### config.mk
export PLATFORM = sky130hd
export DESIGN_NAME = bjl_divider
export DESIGN_NICKNAME = d
export VERILOG_FILES = /design/src/rtl/core/bjl_pkg.sv /design/src/rtl/core/bjl_divider.sv
export SDC_FILE = /design/constraint.sdc
export NUM_CORES = 2
export LEC_CHECK = 0
export CORE_MARGIN = 2
export CORE_UTILIZATION = 60
export CTS_CLUSTER_DIAMETER = 60
export DETAILED_ROUTE_END_ITERATION = 10
export DONT_BUFFER_PORTS = 1
export PLACE_DENSITY = 0.77
export SETUP_SLACK_MARGIN = 0.4
export SYNTH_ARGS = -nofsm -noshare
export SYNTH_HDL_FRONTEND = slang
export SYNTH_SLANG_ARGS = --single-unit
### constraint.sdc
create_clock -name clk -period 7.3 [get_ports clk]
set_input_delay 1.095 -clock clk [delete_from_list [all_inputs] [get_ports clk]]
set_output_delay 1.095 -clock clk [all_outputs]
set_load 0.005 [all_outputs]
### src/rtl/core/bjl_pkg.sv
package bjl_pkg;

  localparam int VALUE_WIDTH_DEF = 32;
  localparam int SCALE_WIDTH     = 17;
  localparam int QUOT_BITS       = 17;
  localparam logic [SCALE_WIDTH-1:0] ONE_Q16 = 17'd65536;

endpackage

### src/rtl/core/bjl_divider.sv
module bjl_divider #(
  parameter int DEN_WIDTH = bjl_pkg::VALUE_WIDTH_DEF
) (
  input  logic                                          clk,
  input  logic                                          rst_n,
  input  logic                                          in_valid,
  input  logic [DEN_WIDTH+bjl_pkg::SCALE_WIDTH-1:0]     in_num,
  input  logic [DEN_WIDTH-1:0]                          in_den,
  output logic                                          out_valid,
  output logic [bjl_pkg::SCALE_WIDTH-1:0]               out_quot
);

  localparam int QB = bjl_pkg::QUOT_BITS;
  localparam int NW = DEN_WIDTH + bjl_pkg::SCALE_WIDTH;

  logic [NW-1:0]        rem_r   [0:QB];
  logic [DEN_WIDTH-1:0] den_r   [0:QB];
  logic [QB-1:0]        quot_r  [0:QB];
  logic                 sat_r   [0:QB];
  logic                 valid_r [0:QB];

  // A quotient of 2^17 or more, or a zero divisor, saturates.
  always_ff @(posedge clk) begin
    if (!rst_n) begin
      valid_r[0] <= 1'b0;
    end else begin
      valid_r[0] <= in_valid;
    end
    rem_r[0]  <= in_num;
    den_r[0]  <= in_den;
    quot_r[0] <= '0;
    sat_r[0]  <= (in_num >> QB) >= NW'(in_den);
  end

  for (genvar k = 0; k < QB; k++) begin : g_step
    logic [NW-1:0] trial;
    logic          take;
    assign trial = NW'(den_r[k]) << (QB - 1 - k);
    assign take  = rem_r[k] >= trial;

    always_ff @(posedge clk) begin
      if (!rst_n) begin
        valid_r[k+1] <= 1'b0;
      end else begin
        valid_r[k+1] <= valid_r[k];
      end
      rem_r[k+1]  <= take ? rem_r[k] - trial : rem_r[k];
      den_r[k+1]  <= den_r[k];
      quot_r[k+1] <= quot_r[k] | (take ? (QB'(1) << (QB - 1 - k)) : '0);
      sat_r[k+1]  <= sat_r[k];
    end
  end

  assign out_valid = valid_r[QB];
  assign out_quot  = (sat_r[QB] || (quot_r[QB] > bjl_pkg::ONE_Q16)) ? bjl_pkg::ONE_Q16
                                                                      : quot_r[QB];

endmodule

==> flow_summary_export.csv <==
group,metric,value,unit
status,status,"completed",
clock_network,clock_path_buffers,3,
global_routing,grt_max_degree,69,
timing,setup_viol,0,
final_layout,num-fill-cells,9415,
logic_synthesis,synth-xor-area-share,7.18,%
placed_design,globalplace.congestion,1.04,
timing,layout_min_cycle_time,4.52,ns
placed_design,dp_hpwl,130,mm
logic_synthesis,yosys.area.top_type,"dfxtp_1",
global_routing,grt_pass1_vias,53800,
timing,slew_headroom,2.84,%
logic_synthesis,yosysMostFrequentCell,"dfxtp_1",
clock_network,clockRootBuffer,"clkbuf_16",
detailed_routing,avgViaCountPerCell,5.64,
final_layout,drive_gt1_share,5.84,%
logic_synthesis,synth_seq_area_share,44.6,%
critical_path,worst-path-max-fanout,3,
pwr,p_comb_share,43.1,%
critical_path,rrSetupSlack,2.78,ns
logic_synthesis,async_flop_share,0,%
logic_synthesis,syn-cell-area,70200,µm²
pwr,vdd_drop_max,0.293,mV
logic_synthesis,ys_seq_elements,1566,
timing,rsz0062_at_grt,"no",
timing,hold_viol,0,
logic_synthesis,synth_edf_count,0,
clock_network,post_cts_buffers,0,
floorplan,pin_count,102,
critical_path,crit_arrival,5.17,ns
clock_network,holdBufCountCts,0,
pwr,intPower,22.6,mW
min_path,min_path_cells,0,
final_layout,area_growth,9.83,%
floorplan,die_w,346,µm
detailed_routing,drtAntennaViolNets,0,
clock_network,htreeDepth,4,
critical_path,worst_ep_required_time,7.95,ns
logic_synthesis,yosysWarnings,0,
timing,fin_skew,0.0227,ns
timing,setup_tns,0,ns
pwr,share_seq_of_total_power,34.1,%
critical_path,reg2regPathDepth,13,
timing,max_freq,221,MHz
logic_synthesis,synth_cell_types,96,
logic_synthesis,synth_ff_type,"dfxtp_1",
critical_path,critical_path_class,"reg -> reg",
timing,min_period_over_period,61.9,%
floorplan,initial_core_util,60.4,%
global_routing,grt-ovfl-total,0,
global_routing,track_usage,27.2,%
pwr,leakage,35.0,nW
logic_synthesis,synth_fa_ha_area_share,10.7,%
detailed_routing,dr.first_iter.drc_count,2613,
min_path,min_to,"quot_r[5][16]$_DFF_P_",
clock_network,numCtsBuffers,162,
critical_path,r2r_end,"rem_r[2][44]$_DFF_P_",
floorplan,fp.dieArea,120000,µm²
clock_network,cts_resized,0,
timing,maxSlewViolCount,0,
placed_design,port_buffers,0,
floorplan,core,116000,µm²
critical_path,startpoint_type,"register",
logic_synthesis,synth_common_cells,"dfxtp_1, inv_1, a21oi_1",
pwr,swShare,37.7,%
detailed_routing,drt_wl_total,165,mm
detailed_routing,wl_per_cell,17.7,µm
logic_synthesis,synth-simple-area-share,13.5,%
clock_network,clk_pin_slew,0.06,ns
critical_path,r2r_start,"den_r[1][1]$_DFF_P_",
run,cap_violations,0,
logic_synthesis,synth_top_family_by_area,"compound AO/OA/AOI/OAI gates",
clock_network,clock_latency,0.78,ns
min_path,hold_class,"reg -> reg",
detailed_routing,first_pass_iters,6,
floorplan,rows,125,
logic_synthesis,synth_cells,7676,
clock_network,cts_tree,"done",
detailed_routing,drc_errors,0,
final_layout,fin_nets,8334,
global_routing,antenna_found_initial,2,
detailed_routing,vias,52600,
logic_synthesis,syn-num-nets,8352,
logic_synthesis,yosysTopAreaCellShare,44.6,%
final_layout,fin_util,66.4,%
pwr,power.net_switching,13.7,mW
logic_synthesis,synth_compound_area_share,17.3,%
pwr,pwr_density_cell,471,nW/µm²
logic_synthesis,synth_mux_area_share,1.51,%
pwr,pwr-share-clk,22.8,%
logic_synthesis,syn_area_per_cell,9.15,µm²
global_routing,grt_pass1_wl,265,mm
min_path,worstHoldStart,"quot_r[4][16]$_DFF_P_",
floorplan,chipHeight,346,µm
clock_network,clock-sinks,1566,
logic_synthesis,yosys-top-cells-area,"dfxtp_1, ha_1, a21oi_1",
critical_path,setup.worst_path.end_class,"register",
timing,worst_slew_pin_slew,1.44,ns
logic make-up after synthesis:
kind of cell / after synthesis
mux: 91
fa+ha+maj: 592
simple gates: 1941
flops: 1566
xor+xnor: 576
buf+inv: 941
compound gates: 1969
layer usage:
metal | routed length [µm] | vias to the layer above | global-route usage [%]
met5 | 0 | - | 0
met4 | 13000 | 0 | 20.5
met3 | 5030 | 549 | 3.51
met2 | 89000 | 1273 | 54.1
met1 | 58200 | 24100 | 24.8
li1 | - | 26600 | -
through the flow:
step / instances / cell area (µm²) / power (mW) / worst slack (ns) / hold WS, ns
global route: 9311 / 77100 / 38.9 / 2.49 / 0.302
floorplan: 7676 / 70200 / 24.2 / 3.98 / 0.310
detailed placement: 9018 / 71600 / 27.9 / 2.97 / 0.312
CTS: 9311 / 77100 / 36.3 / 2.68 / 0.290
finish: 9312 / 77100 / 36.3 / 2.78 / 0.313
global placement: 9016 / 71600 / 27.6 / 3.04 / 0.310
area by class of cell:
cell class | count | area (µm²) | share of cell area [%]
inverters | 736 | 2760 | 3.58
multi-input cells | 5169 | 35400 | 45.9
diodes | 1 | 2.50 | 0.00324
clock inverters | 70 | 868 | 1.13
flip-flops and latches | 1566 | 31400 | 40.6
well taps | 1524 | 1910 | 2.47
repair buffers | 23 | 173 | 0.224
clock buffers | 223 | 4640 | 6.01
power by group through the flow:
| stage | combinational, mW | clock, mW | sequential, mW |
|---|---|---|---|
| 4_1_cts | 15.5 | 8.45 | 12.4 |
| 3_3_place_gp | 15.1 | 0 | 12.5 |
| 3_5_place_dp | 15.4 | 0 | 12.5 |
| 2_1_floorplan | 12.2 | 0 | 12.0 |
| 5_1_grt | 17.4 | 8.83 | 12.6 |
| 6_report | 15.6 | 8.30 | 12.4 |
worst max-delay path, stage by stage, from the launching register on:
cell	delay [ns]
dfxtp_1	0.40
inv_1	0.07
ha_1	0.30
nor2b_1	0.15
o211a_1	0.21
a2111oi_0	1.00
o211ai_1	0.45
a221oi_1	0.77
nand2_1	0.11
a21oi_1	0.26
o21bai_1	0.13
a21oi_1	0.20
xnor2_1	0.08
mux2_2	0.26
how the worst max path moves through the flow:
stage                                 to  cells past startpoint                  start  slack (ns)
floorplan            rem_r[8][9]$_DFF_P_                     15    rem_r[7][9]$_DFF_P_        3.98
global placement    rem_r[8][10]$_DFF_P_                     14    rem_r[7][9]$_DFF_P_        3.04
detailed placement  rem_r[8][10]$_DFF_P_                     14    rem_r[7][9]$_DFF_P_        2.97
CTS                         out_quot[11]                      4  quot_r[17][0]$_DFF_P_        2.68
global route                out_quot[11]                      4  quot_r[17][0]$_DFF_P_        2.49
finish              rem_r[2][44]$_DFF_P_                     13    den_r[1][1]$_DFF_P_        2.78
cells in the final DEF, fill, tap and decap left out, types with 23 or more instances in the layout:
| cell | count |
|---|---|
| dfxtp_1 | 1566 |
| inv_1 | 735 |
| a21oi_1 | 674 |
| ha_1 | 576 |
| nand2_1 | 531 |
| nor2_1 | 510 |
| o21ai_0 | 471 |
| xnor2_1 | 335 |
| a21o_1 | 302 |
| xor2_1 | 241 |
| clkbuf_16 | 164 |
| nand4_1 | 135 |
| nand3_1 | 117 |
| nor3_1 | 113 |
| nand2b_1 | 97 |
| nor2b_1 | 79 |
| o21bai_1 | 75 |
| mux2_2 | 74 |
| nor4_1 | 72 |
| and2_1 | 68 |
| o21a_1 | 53 |
| a31oi_1 | 51 |
| and3_1 | 48 |
| a211oi_1 | 42 |
| or3_1 | 39 |
| o31ai_1 | 38 |
| o211ai_1 | 36 |
| clkbuf_8 | 31 |
| clkbuf_1 | 28 |
| clkinv_2 | 28 |
| buf_4 | 23 |
state kept, by name, summed over array words and instances, names as in the netlist:
name	cells
valid_r	18
rem_r	833
quot_r	153
den_r	544
sat_r	18
Power figures use the tool's default switching activity.
